**src/sv/nsv_pkg.sv**
```systemverilog
`default_nettype none
package nsv_pkg;

	localparam int unsigned MaxLenW = 10;
	localparam int unsigned CountW = 11;
	localparam int unsigned AddrW = 3;
	localparam int unsigned DataW = 32;
	localparam logic [MaxLenW-1:0] MaxLenReset = 10'd400;
	localparam int unsigned TokenDepthDef = 4;
	localparam int unsigned ResultDepthDef = 4;

	localparam logic RegMaxBodyLength = 1'b0;

	localparam logic [1:0] StatusValid = 2'd0;
	localparam logic [1:0] StatusReject = 2'd1;
	localparam logic [1:0] StatusIncomplete = 2'd2;

	localparam logic [7:0] CharDollar = 8'h24;
	localparam logic [7:0] CharStar = 8'h2a;
	localparam logic [7:0] CharCr = 8'h0d;
	localparam logic [7:0] CharLf = 8'h0a;
	localparam logic [7:0] CharBackslash = 8'h5c;
	localparam logic [7:0] CharBang = 8'h21;
	localparam logic [7:0] CharTilde = 8'h7e;
	localparam logic [7:0] PrintLow = 8'h20;
	localparam logic [7:0] PrintHigh = 8'h7e;
	localparam logic [7:0] CharZero = 8'h30;
	localparam logic [7:0] CharUpperA = 8'h41;

	typedef struct packed {
		logic [7:0] data_byte;
		logic       buffer_end;
	} nsv_in_t;

	typedef struct packed {
		logic [1:0]        status;
		logic [CountW-1:0] sentence_length;
		logic [7:0]        checksum_value;
	} nsv_out_t;

	typedef struct packed {
		logic [7:0] data_byte;
		logic       last;
		logic       is_dollar;
		logic       is_star;
		logic       is_cr;
		logic       is_lf;
		logic       body_bad;
	} nsv_token_t;

	function automatic logic [7:0] hex_char(input logic [3:0] nib);
		logic [7:0] wide;
		wide = {4'b0000, nib};
		if (nib < 4'd10) begin
			return CharZero + wide;
		end
		return CharUpperA + (wide - 8'd10);
	endfunction

endpackage
`default_nettype wire

```
**src/sv/nsv_queue.sv**
```systemverilog
`default_nettype none
module nsv_queue #(
	parameter int unsigned WIDTH = 8,
	parameter int unsigned DEPTH = 4
) (
	input  wire logic             clk,
	input  wire logic             arst_n,
	input  wire logic             push,
	output logic                  full,
	input  wire logic [WIDTH-1:0] din,
	input  wire logic             pop,
	output logic                  empty,
	output logic      [WIDTH-1:0] dout
);
	localparam int unsigned PtrW = (DEPTH > 1) ? $clog2(DEPTH) : 1;
	localparam int unsigned CntW = $clog2(DEPTH + 1);

	logic [WIDTH-1:0] mem_q [DEPTH];
	logic [PtrW-1:0]  wr_ptr_q;
	logic [PtrW-1:0]  rd_ptr_q;
	logic [CntW-1:0]  count_q;
	logic             do_push;
	logic             do_pop;

	assign full = (count_q == CntW'(DEPTH));
	assign empty = (count_q == '0);
	assign dout = mem_q[rd_ptr_q];
	assign do_push = push && !full;
	assign do_pop = pop && !empty;

	always_ff @(posedge clk) begin
		if (do_push) begin
			mem_q[wr_ptr_q] <= din;
		end
	end

	always_ff @(posedge clk or negedge arst_n) begin
		if (!arst_n) begin
			wr_ptr_q <= '0;
			rd_ptr_q <= '0;
			count_q <= '0;
		end else begin
			if (do_push) begin
				wr_ptr_q <= (wr_ptr_q == PtrW'(DEPTH - 1)) ? '0 : wr_ptr_q + PtrW'(1);
			end
			if (do_pop) begin
				rd_ptr_q <= (rd_ptr_q == PtrW'(DEPTH - 1)) ? '0 : rd_ptr_q + PtrW'(1);
			end
			if (do_push && !do_pop) begin
				count_q <= count_q + CntW'(1);
			end else if (do_pop && !do_push) begin
				count_q <= count_q - CntW'(1);
			end
		end
	end
endmodule
`default_nettype wire

```
**src/sv/nsv_front.sv**
```systemverilog
`default_nettype none
module nsv_front (
	input  wire nsv_pkg::nsv_in_t in_data,
	output nsv_pkg::nsv_token_t   token
);
	import nsv_pkg::*;

	logic [7:0] b;

	assign b = in_data.data_byte;

	always_comb begin
		token.data_byte = b;
		token.last = in_data.buffer_end;
		token.is_dollar = (b == CharDollar);
		token.is_star = (b == CharStar);
		token.is_cr = (b == CharCr);
		token.is_lf = (b == CharLf);
		token.body_bad = (b < PrintLow) || (b > PrintHigh) ||
			(b inside {CharDollar, CharBackslash, CharBang, CharTilde});
	end
endmodule
`default_nettype wire

```
**src/sv/nsv_back.sv**
```systemverilog
`default_nettype none
module nsv_back (
	input  wire logic                          clk,
	input  wire logic                          arst_n,
	input  wire logic [nsv_pkg::MaxLenW-1:0]   max_body_length,
	input  wire logic                          tok_empty,
	input  wire nsv_pkg::nsv_token_t           tok,
	output logic                               tok_pop,
	input  wire logic                          res_full,
	output logic                               res_push,
	output nsv_pkg::nsv_out_t                  res
);
	import nsv_pkg::*;

	typedef enum logic [5:0] {
		PH_IDLE = 6'b000001,
		PH_BODY = 6'b000010,
		PH_HEX1 = 6'b000100,
		PH_HEX2 = 6'b001000,
		PH_CR   = 6'b010000,
		PH_LF   = 6'b100000
	} nsv_phase_t;

	nsv_phase_t        phase_q;
	nsv_phase_t        phase_n;
	logic [7:0]        csum_q;
	logic [7:0]        csum_n;
	logic [CountW-1:0] cnt_q;
	logic [CountW-1:0] cnt_n;
	logic [7:0]        first_q;
	logic [7:0]        first_n;
	logic              match_q;
	logic              match_n;
	logic              emit;
	logic              finish;
	logic [1:0]        status;

	assign tok_pop = !tok_empty && !res_full;
	assign res_push = tok_pop && emit;

	always_comb begin
		phase_n = phase_q;
		csum_n = csum_q;
		cnt_n = cnt_q + CountW'(1);
		first_n = first_q;
		match_n = match_q;
		emit = 1'b0;
		finish = 1'b0;
		status = StatusReject;
		case (phase_q)
			PH_IDLE: begin
				cnt_n = cnt_q;
				if (tok.is_dollar) begin
					phase_n = PH_BODY;
					csum_n = '0;
					cnt_n = CountW'(1);
					first_n = '0;
					match_n = 1'b0;
				end
			end
			PH_BODY: begin
				if ((cnt_q > {1'b0, max_body_length}) || tok.body_bad) begin
					emit = 1'b1;
					finish = 1'b1;
				end else if (tok.is_star) begin
					phase_n = PH_HEX1;
				end else begin
					csum_n = csum_q ^ tok.data_byte;
				end
			end
			PH_HEX1: begin
				first_n = tok.data_byte;
				phase_n = PH_HEX2;
			end
			PH_HEX2: begin
				match_n = (first_q == hex_char(csum_q[7:4])) &&
					(tok.data_byte == hex_char(csum_q[3:0]));
				phase_n = PH_CR;
			end
			PH_CR: begin
				if (!tok.is_cr) begin
					emit = 1'b1;
					finish = 1'b1;
				end else begin
					phase_n = PH_LF;
				end
			end
			PH_LF: begin
				emit = 1'b1;
				finish = 1'b1;
				status = (tok.is_lf && match_q) ? StatusValid : StatusReject;
			end
			default: begin
				cnt_n = cnt_q;
				finish = 1'b1;
			end
		endcase
		if (!finish && (phase_n != PH_IDLE) && tok.last) begin
			emit = 1'b1;
			status = StatusIncomplete;
		end
	end

	always_comb begin
		res.status = status;
		res.sentence_length = cnt_n;
		res.checksum_value = csum_n;
	end

	always_ff @(posedge clk or negedge arst_n) begin
		if (!arst_n) begin
			phase_q <= PH_IDLE;
			csum_q <= '0;
			cnt_q <= '0;
			first_q <= '0;
			match_q <= 1'b0;
		end else if (tok_pop) begin
			if (finish) begin
				phase_q <= PH_IDLE;
				csum_q <= '0;
				cnt_q <= '0;
				first_q <= '0;
				match_q <= 1'b0;
			end else begin
				phase_q <= phase_n;
				csum_q <= csum_n;
				cnt_q <= cnt_n;
				first_q <= first_n;
				match_q <= match_n;
			end
		end
	end
endmodule
`default_nettype wire

```
**src/sv/nmea_sentence_validator.sv**
```systemverilog
// Frames NMEA 0183 sentences in a byte stream and checks their checksums. One byte is
// accepted per clock while full is low; each byte is classified on entry, waits in a
// short token queue, and is then consumed by the framing state machine at one byte per
// clock while the result queue is not full, so one byte per cycle is sustained while
// results are popped. A result goes from the framer into the result queue and waits
// at the output ports until popped. A result (valid, rejected, or incomplete at a
// buffer end) is emitted for a sentence's closing or rejecting byte, or for a byte
// marked as buffer end that leaves a sentence open; that open sentence continues with
// the following bytes. The front stalls only when the token queue is full, and the
// framer stalls only when the result queue is full. max_body_length is written through
// the APB port while no transfer is in flight, a user rule the block does not enforce.
`default_nettype none
module nmea_sentence_validator #(
	parameter int unsigned TOKEN_DEPTH = nsv_pkg::TokenDepthDef,
	parameter int unsigned RESULT_DEPTH = nsv_pkg::ResultDepthDef
) (
	input  wire logic                        clk,
	input  wire logic                        arst_n,
	input  wire logic                        push,
	output logic                             full,
	input  wire nsv_pkg::nsv_in_t            in_data,
	output logic                             empty,
	input  wire logic                        pop,
	output nsv_pkg::nsv_out_t                out_data,
	input  wire logic                        psel,
	input  wire logic                        penable,
	input  wire logic                        pwrite,
	input  wire logic [nsv_pkg::AddrW-1:0]   paddr,
	input  wire logic [nsv_pkg::DataW-1:0]   pwdata,
	output logic      [nsv_pkg::DataW-1:0]   prdata,
	output logic                             pready
);
	import nsv_pkg::*;

	logic [MaxLenW-1:0] max_len_q;
	nsv_token_t         tok_in;
	nsv_token_t         tok_out;
	logic               tok_empty;
	logic               tok_pop;
	logic               res_full;
	logic               res_push;
	nsv_out_t           res;

	assign pready = 1'b1;
	assign prdata = (paddr[2] == RegMaxBodyLength) ?
		{{(DataW - MaxLenW){1'b0}}, max_len_q} : '0;

	always_ff @(posedge clk or negedge arst_n) begin
		if (!arst_n) begin
			max_len_q <= MaxLenReset;
		end else if (psel && penable && pwrite && pready && (paddr[2] == RegMaxBodyLength)) begin
			max_len_q <= pwdata[MaxLenW-1:0];
		end
	end

	nsv_front u_front (
		.in_data(in_data),
		.token  (tok_in)
	);

	nsv_queue #(
		.WIDTH($bits(nsv_token_t)),
		.DEPTH(TOKEN_DEPTH)
	) u_tok_queue (
		.clk   (clk),
		.arst_n(arst_n),
		.push  (push),
		.full  (full),
		.din   (tok_in),
		.pop   (tok_pop),
		.empty (tok_empty),
		.dout  (tok_out)
	);

	nsv_back u_back (
		.clk            (clk),
		.arst_n         (arst_n),
		.max_body_length(max_len_q),
		.tok_empty      (tok_empty),
		.tok            (tok_out),
		.tok_pop        (tok_pop),
		.res_full       (res_full),
		.res_push       (res_push),
		.res            (res)
	);

	nsv_queue #(
		.WIDTH($bits(nsv_out_t)),
		.DEPTH(RESULT_DEPTH)
	) u_res_queue (
		.clk   (clk),
		.arst_n(arst_n),
		.push  (res_push),
		.full  (res_full),
		.din   (res),
		.pop   (pop),
		.empty (empty),
		.dout  (out_data)
	);
endmodule
`default_nettype wire

```
**config.mk**
```make
export PLATFORM = sky130hd
export DESIGN_NAME = nmea_sentence_validator
export DESIGN_NICKNAME = d
export VERILOG_FILES = /design/src/sv/nsv_pkg.sv /design/src/sv/nsv_queue.sv /design/src/sv/nsv_front.sv /design/src/sv/nsv_back.sv /design/src/sv/nmea_sentence_validator.sv
export SDC_FILE = /design/constraint.sdc
export NUM_CORES = 1
export LEC_CHECK = 0
export ABC_AREA = 0
export CORE_ASPECT_RATIO = 0.6
export CORE_UTILIZATION = 64
export DETAILED_ROUTE_END_ITERATION = 7
export DONT_BUFFER_PORTS = 1
export GPL_ROUTABILITY_DRIVEN = 0
export PLACE_DENSITY_LB_ADDON = 0.3
export SLEW_MARGIN = 20
export SYNTH_ARGS = -nofsm -noshare
export SYNTH_HDL_FRONTEND = slang
export SYNTH_SLANG_ARGS = --single-unit
```
**constraint.sdc**
```tcl
create_clock -name clk -period 4.1 [get_ports clk]
set_input_delay 0.615 -clock clk [delete_from_list [all_inputs] [get_ports clk]]
set_output_delay 0.615 -clock clk [all_outputs]
set_load 0.01 [all_outputs]
```
* Word level (Yosys, flattened, before mapping)
Memory sizes are Yosys's and may differ from the RTL's.
Cells that the tools add are included.
** Storage, ports and cells
- Memories :: 2
- RAM bits :: 140
- Input port bits :: 51
- Flip-flop bits (word level) :: 58
** Memory list
- u_res_queue.mem_q :: depth 4, bits a word 21, read ports 1, clocked after memory_dff 0, wr ports 1, line nsv_queue.sv:18 : logic [WIDTH-1:0] mem_q [DEPTH];
- u_tok_queue.mem_q :: depth 4, bits a word 14, read ports 1, clocked after memory_dff 0, wr ports 1, line nsv_queue.sv:18
** Cells by class
- $add $sub $neg :: 15
- Reductions and logical operators :: 40
- Muxes and demuxes :: 51
- Bitwise gates (word level) :: 2
- Equality and inequality tests :: 23
- Order comparisons :: 5
** Operator list (number)
- 8-bit two-way mux :: 12
- 8-bit one-hot mux with 2 select lines :: 2
- 6-bit two-way mux :: 5
- 6-bit one-hot mux with 5 select lines :: 1
- 8-bit by 6-bit == test with 1-bit output (second input constant) :: 3
- 11-bit two-way mux :: 2
- 11-bit one-hot mux with 2 select lines :: 1
- 1-bit logical AND :: 17
- 7-bit by 8-bit adder with 8-bit output (first input constant) :: 2
- 8-bit by 4-bit == test with 1-bit output (second input constant) :: 2
- 8-bit by 7-bit == test with 1-bit output (second input constant) :: 2
- 8-bit == test :: 2
- 6-bit by 4-bit adder with 7-bit output (first input constant) :: 2
- 1-bit two-way mux :: 14
- 2-bit two-way mux :: 6
- 3-bit two-way mux :: 4
- 11-bit by 1-bit adder with 11-bit output (second input constant) :: 1
- 11-bit by 10-bit greater-than comparator with 1-bit output :: 1
- 10-bit two-way mux :: 1
- 4-bit by 4-bit subtractor with 5-bit output (second input constant) :: 2
- 1-bit zero test :: 9
- 2-bit by 1-bit adder with 2-bit output (second input constant) :: 4
- 2-bit == test (second input constant) :: 4
- 8-bit by 7-bit greater-than comparator with 1-bit output (second input constant) :: 1
- 25 further kinds :: 36

* Longest topological paths before layout
- Depth after elaboration :: 14
- Gate-level depth with buffers :: 14
- Gate-level depth less buffers :: 14

* Hierarchy
Synthesis repeated with hierarchy kept, for this count alone.
** Second synthesis, totals
- Cells, all modules :: 686
- Area total of the unflattened synthesis :: 9776.9 µm²
** Modules (own cells, without submodules)
- nsv_queue (u_res_queue) :: area each 3495.9 µm², times used 1, cells an instance 147, seq. area each 2697.6 µm²
- nsv_back :: area each 2930.3 µm², times used 1, cells an instance 345, seq. area each 852.1 µm²
- nsv_queue (u_tok_queue) :: area each 2481.1 µm², times used 1, cells an instance 110, seq. area each 1856.8 µm²
- nmea_sentence_validator :: area each 685.7 µm², times used 1, cells an instance 58, seq. area each 254.0 µm²
- nsv_front :: area each 183.9 µm², times used 1, cells an instance 26, seq. area each 0.0 µm²

* Worst setup path before layout
OpenSTA, ideal clock, no wires.
- Kind :: register to register
- Start point :: reg max_len_q[4]
- End point :: reg u_res_queue.count_q[2]
- Arrival time :: 3023 ps
- Required time :: 4021 ps
- Path slack :: 997 ps
- Cell stages (with the launch flop) :: 15
- Period minus slack after synthesis :: 3103 ps
- Path through :: dfstp_2 > inv_1 > ha_1 > and4_1 > a21boi_0 > o211ai_1 > a21oi_1 > a211oi_1 > nor2_1 > ha_1 > inv_1 > fa_1 > xor2_1 > nor2_1 > xor2_1
** On the way
- Word-level cells in the longest chain between the ends :: 13
- Elaborated cells on any way between the ends :: 19
** Ends and longest elaborated chain
- start: declaration :: line nmea_sentence_validator.sv:35 : logic [MaxLenW-1:0] max_len_q;
- start signal: assignment :: line nmea_sentence_validator.sv:50 : max_len_q <= MaxLenReset;
- start signal: assignment :: line nmea_sentence_validator.sv:52 : max_len_q <= pwdata[MaxLenW-1:0];
- 11-bit by 10-bit greater-than comparator with 1-bit output * :: line nsv_back.sv:62 : if ((cnt_q > {1'b0, max_body_length}) || tok.body_bad) begin
- 1-bit logical OR * :: line nsv_back.sv:62
- 6-bit two-way mux or 1-bit two-way mux (tied branches) :: line nsv_back.sv:62
- 6-bit one-hot mux with 5 select lines or 1-bit one-hot mux with 3 select lines (tied branches) :: line nsv_back.sv:50 : case (phase_q)
- 6-bit by 1-bit != test with 1-bit output or 1-bit zero test (tied branches) :: line nsv_back.sv:98 : if (!finish && (phase_n != PH_IDLE) && tok.last) begin
- 1-bit logical AND (2 in a row) :: line nsv_back.sv:98
- 1-bit two-way mux * :: line nsv_back.sv:98
- 1-bit logical AND * :: line nsv_back.sv:39 : assign res_push = tok_pop && emit;
- 1-bit logical AND * :: line nsv_queue.sv:28 : assign do_push = push && !full;
- via u_res_queue.do_push :: line nsv_queue.sv:22 : logic do_push;
- 1-bit zero test :: line nsv_queue.sv:51 : end else if (do_pop && !do_push) begin
- 1-bit logical AND :: line nsv_queue.sv:51
- 2-bit nonzero test (no source line)
- end signal: assignment :: line nsv_queue.sv:50 : count_q <= count_q + CntW'(1);
- end signal: assignment :: line nsv_queue.sv:52 : count_q <= count_q - CntW'(1);
- end: declaration :: line nsv_queue.sv:21 : logic [CntW-1:0] count_q;
The timed path passes the listed nets; every way through them passes the cells marked *.
A chain may end at the register's enable or synchronous reset.

* Worst setup path in the final report
Same ends and word-level chain as after synthesis.

==> impl_table.tex <==
\begin{tabular}{lr}
\hline
Metric & Value \\
\hline
\multicolumn{2}{l}{\textbf{Setup path}} \\
\quad Worst Setup End Kind & flop \\
\quad Worst setup endpoint & u\_res\_queue.count\_q[2] \\
\quad Critical Path Source & max\_len\_q[4] \\
\quad Slack of the worst reg-to-reg path & 380 ps \\
\quad CP Launch Type & flop \\
\quad Start-to-end type of the worst setup path & flop to flop \\
\quad Reg-to-reg endpoint & u\_res\_queue.count\_q[2] \\
\quad Max Fanout on Critical Path & 7 \\
\quad Signal arrival time at the worst endpoint & 4070 ps \\
\quad Worst path required time & 4450 ps \\
\quad Crit Reg-Reg Startpoint & max\_len\_q[4] \\
\quad Logic depth of the worst register-to-register path & 14 \\
\multicolumn{2}{l}{\textbf{Worst hold path}} \\
\quad Worst min-delay path category & input port to async pin \\
\multicolumn{2}{l}{\textbf{STA}} \\
\quad Unrepaired setup endpoints after global routing & no \\
\quad Setup-failing EPs final & 0 \\
\quad Post-layout minimum cycle time & 3720 ps \\
\quad Final setup TNS & 0 ps \\
\quad Hold slack final & 26.1 ps \\
\quad Number of endpoints with negative hold slack in the final report & 0 \\
\quad Peak Freq & 0.269 GHz \\
\quad Worst setup slack after layout & 384 ps \\
\quad Worst rel slew slack & 0.269 \\
\quad Count of final max-slew check failures & 0 \\
\quad Worst Skew & 9.17 ps \\
\quad Tcrit/Tclk final & 0.906 \\
\quad Worst-margin pin slew & 1100 ps \\
\multicolumn{2}{l}{\textbf{Detailed routing}} \\
\quad Vias after detailed routing & 5965 \\
\quad Post-DRT Antenna Nets & 0 \\
\quad DRC violation count after routing & 0 \\
\quad DR WL/cell & 21.3 µm \\
\quad Detailed Route WL & 19300 µm \\
\quad Count of TritonRoute iterations in the first routing pass & 5 \\
\quad DRT iter0 DRCs & 635 \\
\quad Detail-routed via count per cell & 6.58 \\
\multicolumn{2}{l}{\textbf{Yosys}} \\
\quad Cell area after technology mapping & 9500 µm² \\
\quad Area share of the largest cell type after synthesis & 0.443 \\
\quad Largest cells by area after synthesis & sky130\_fd\_sc\_hd\_\_edfxtp\_1 44\%, sky130\_fd\_sc\_hd\_\_dfrtp\_1 14\%, sky130\_fd\_sc\_hd\_\_mux4\_2 7.8\%, sky130\_fd\_sc\_hd\_\_ha\_1 4.1\%, sky130\_fd\_sc\_hd\_\_o21ai\_0 2.3\% \\
\quad Number of enable-type register cells in the synthesized netlist & 140 \\
\quad Per-instance average area after synthesis & 13.6 µm² \\
\quad Number of register bits inferred by synthesis & 198 \\
\quad Seq/Total Area, Yosys & 0.596 \\
\quad Number of standard cells after synthesis & 699 \\
\quad Total number of yosys warnings & 0 \\
\quad Library cells used by synthesis & 65 \\
\quad Share of async-settable or async-resettable flops after synthesis & 0.293 \\
\quad Synth Area in XOR/XNOR & 0.0221 \\
\quad Share of the synthesized area in compound gates (AO/OA/AOI/OAI) & 0.0994 \\
\quad Synth Area in Simple Gates & 0.0874 \\
\quad Post-synth top area cell & sky130\_fd\_sc\_hd\_\_edfxtp\_1 \\
\quad Most frequently used flop master after synthesis & sky130\_fd\_sc\_hd\_\_edfxtp\_1 \\
\quad Proportion of synthesized area in mux cells & 0.105 \\
\quad Dominant combinational cell family by area after synthesis & multiplexers \\
\quad Arithmetic-cell share of the synthesized area counting full adders, half adders and majority gates & 0.0450 \\
\multicolumn{2}{l}{\textbf{Global routing}} \\
\quad Initial antenna violation count & 0 \\
\quad Overflow left after global routing & 0 \\
\quad Gr usage total & 0.261 \\
\quad First-pass GRT wire length & 30300 µm \\
\quad Maximum number of pins on one net before global-route repair & 55 \\
\quad Vias in the first global route & 5805 \\
\multicolumn{2}{l}{\textbf{Finish}} \\
\quad Fraction of layout instances using a drive strength above 1 & 0.147 \\
\quad Diodes inserted & 0 \\
\quad Cell Count, Final, Fillers Out & 906 \\
\quad Layout Area Growth over Synthesis & 7.49\% \\
\quad Total Nets Final & 780 \\
\quad Leading cell types in the layout, fill and taps excluded & 140 x sky130\_fd\_sc\_hd\_\_edfxtp\_1, 54 x sky130\_fd\_sc\_hd\_\_dfrtp\_1, 43 x sky130\_fd\_sc\_hd\_\_o21ai\_0, 37 x sky130\_fd\_sc\_hd\_\_nor2\_1, 33 x sky130\_fd\_sc\_hd\_\_mux4\_2 \\
\quad Most common cell after layout, fill and taps aside & sky130\_fd\_sc\_hd\_\_edfxtp\_1 \\
\quad Final design area excluding fillers & 10200 µm² \\
\multicolumn{2}{l}{\textbf{Flow run}} \\
\quad Maximum Capacitance Violations & 0 \\
\multicolumn{2}{l}{\textbf{CTS}} \\
\quad Clock network latency to the later pin of the worst-skew pair & 430 ps \\
\quad CTS tree & built \\
\quad CTS H-tree lvls & 4 \\
\quad Clock transition at the registers of the reported paths & 70 ps \\
\quad Number of buffers on the longest clock path & 2 \\
\quad Cell at the root of the clock tree & sky130\_fd\_sc\_hd\_\_clkbuf\_16 \\
\quad Post-CTS resize count & 0 \\
\quad TritonCTS buffer count & 17 \\
\quad Number of sinks handled by clock tree synthesis & 198 \\
\multicolumn{2}{l}{\textbf{Floorplanning}} \\
\quad Number of primary I/O pins & 107 \\
\quad Core ar. & 14500 µm² \\
\quad Row count & 34 \\
\quad Die X-Extent & 159 µm \\
\quad Die ar. & 15400 µm² \\
\quad Initial core utilization & 0.655 \\
\quad Height of the die & 96.4 µm \\
\multicolumn{2}{l}{\textbf{Place}} \\
\quad Placement Cell Area & 9590 µm² \\
\quad Cells after DPL & 874 \\
\quad Setup slack after placement & 451 ps \\
\quad Count of buffers inserted at the top-level ports & 0 \\
\quad Placed wire-length estimate after detailed placement & 12900 µm \\
\multicolumn{2}{l}{\textbf{Power and ir drop}} \\
\quad Leakage power of the design & 3.82 nW \\
\quad Maximum ir drop on the vdd rail & 0.449 mV \\
\quad Pwr/cell area & 676 nW/µm² \\
\multicolumn{2}{l}{\textbf{Status}} \\
\quad Result of the run & completed \\
\hline
\end{tabular}
==> kinds of logic (layout without fill, tap and decap cells) <==
family                   count (synthesis)  in the layout
buffers and inverters                   85             73
AO/OA/AOI/OAI                          141            141
other                                    2             23
flip-flops                             198            198
XOR/XNOR                                24             24
multiplexers                            56             56
AND/OR/NAND/NOR                        160            160
adder cells (fa/ha/maj)                 33             33
==> worst min-delay path by stage <==
stage	from	end	slack, ps	cells after the start
after floorplan	arst_n	max_len_q[0]	320	0
after global placement	arst_n	max_len_q[9]	320	0
after detailed placement	arst_n	max_len_q[9]	320	0
after CTS	arst_n	max_len_q[7]	20	0
after global routing	arst_n	max_len_q[8]	10	0
final	arst_n	max_len_q[7]	30	0
==> flip-flops by register name, indices dropped and copies added (netlist names) <==
name	cells
u_back.phase_q	6
u_res_queue.count_q	3
u_tok_queue.wr_ptr_q	2
u_back.csum_q	8
u_res_queue.rd_ptr_q	2
u_back.match_q	1
u_tok_queue.rd_ptr_q	2
u_back.cnt_q	11
u_back.first_q	8
u_tok_queue.mem_q	56
u_res_queue.wr_ptr_q	2
max_len_q	10
u_res_queue.mem_q	84
u_tok_queue.count_q	3
==> critical path, stage by stage (launching register included) <==
cell and delay (ps):
sky130_fd_sc_hd__dfstp_2 530, sky130_fd_sc_hd__inv_1 50, sky130_fd_sc_hd__ha_1 290, sky130_fd_sc_hd__and4_1 270
sky130_fd_sc_hd__a21boi_0 210, sky130_fd_sc_hd__o211ai_1 270, sky130_fd_sc_hd__a21oi_1 380, sky130_fd_sc_hd__a211oi_1 80
sky130_fd_sc_hd__nor2_1 440, sky130_fd_sc_hd__ha_1 280, sky130_fd_sc_hd__inv_1 60, sky130_fd_sc_hd__fa_1 370
sky130_fd_sc_hd__xor2_1 160, sky130_fd_sc_hd__nor2_1 110, sky130_fd_sc_hd__xor2_1 150
==> layout make-up <==
type | count | area [µm²]
fill | 924 | 4290
inverter | 31 | 116
sequential | 198 | 5660
multi-input combinational | 437 | 3490
clock inverter | 14 | 165
clock buffer | 17 | 425
tap | 198 | 248
timing repair buffer | 11 | 103
==> synth_stat cells (all sizes together) (19+ instances only) <==
master	count
o31ai	22
dfrtp	54
nand3	19
o21ai	45
mux4	33
inv	31
nor2	37
edfxtp	140
buf	37
nand2	32
ha	31
==> power by group <==
part	internal, mW	switching, mW	leakage [nW]	total (mW)
sequential	2.65	0.264	2.03	2.91
clock	0.865	0.774	0.273	1.64
combinational	0.898	1.45	1.52	2.35
total	4.41	2.49	3.82	6.90
==> timing repair <==
action,CTS,global route
buffers inserted,0,0
hold endpoints to repair,54,0
hold buffers,1,0
==> through the flow <==
| step | utilization | power, mW |
|---|---|---|
| detailed placement | 0.661 | 5.26 |
| global route | 0.704 | 7.26 |
| floorplan | - | 4.65 |
| finish | 0.704 | 6.90 |
| CTS | 0.704 | 6.90 |
| global placement | 0.661 | 5.10 |
==> layer usage <==
layer | share of wire | track usage | vias up
li1 | - | - | 2597
met1 | 0.41 | 0.355 | 2995
met2 | 0.49 | 0.432 | 342
met3 | 0.091 | 0.0504 | 31
met4 | 0.014 | 0.0865 | 0
met5 | 0 | 0 | -
Power figures use the tool's default switching activity.
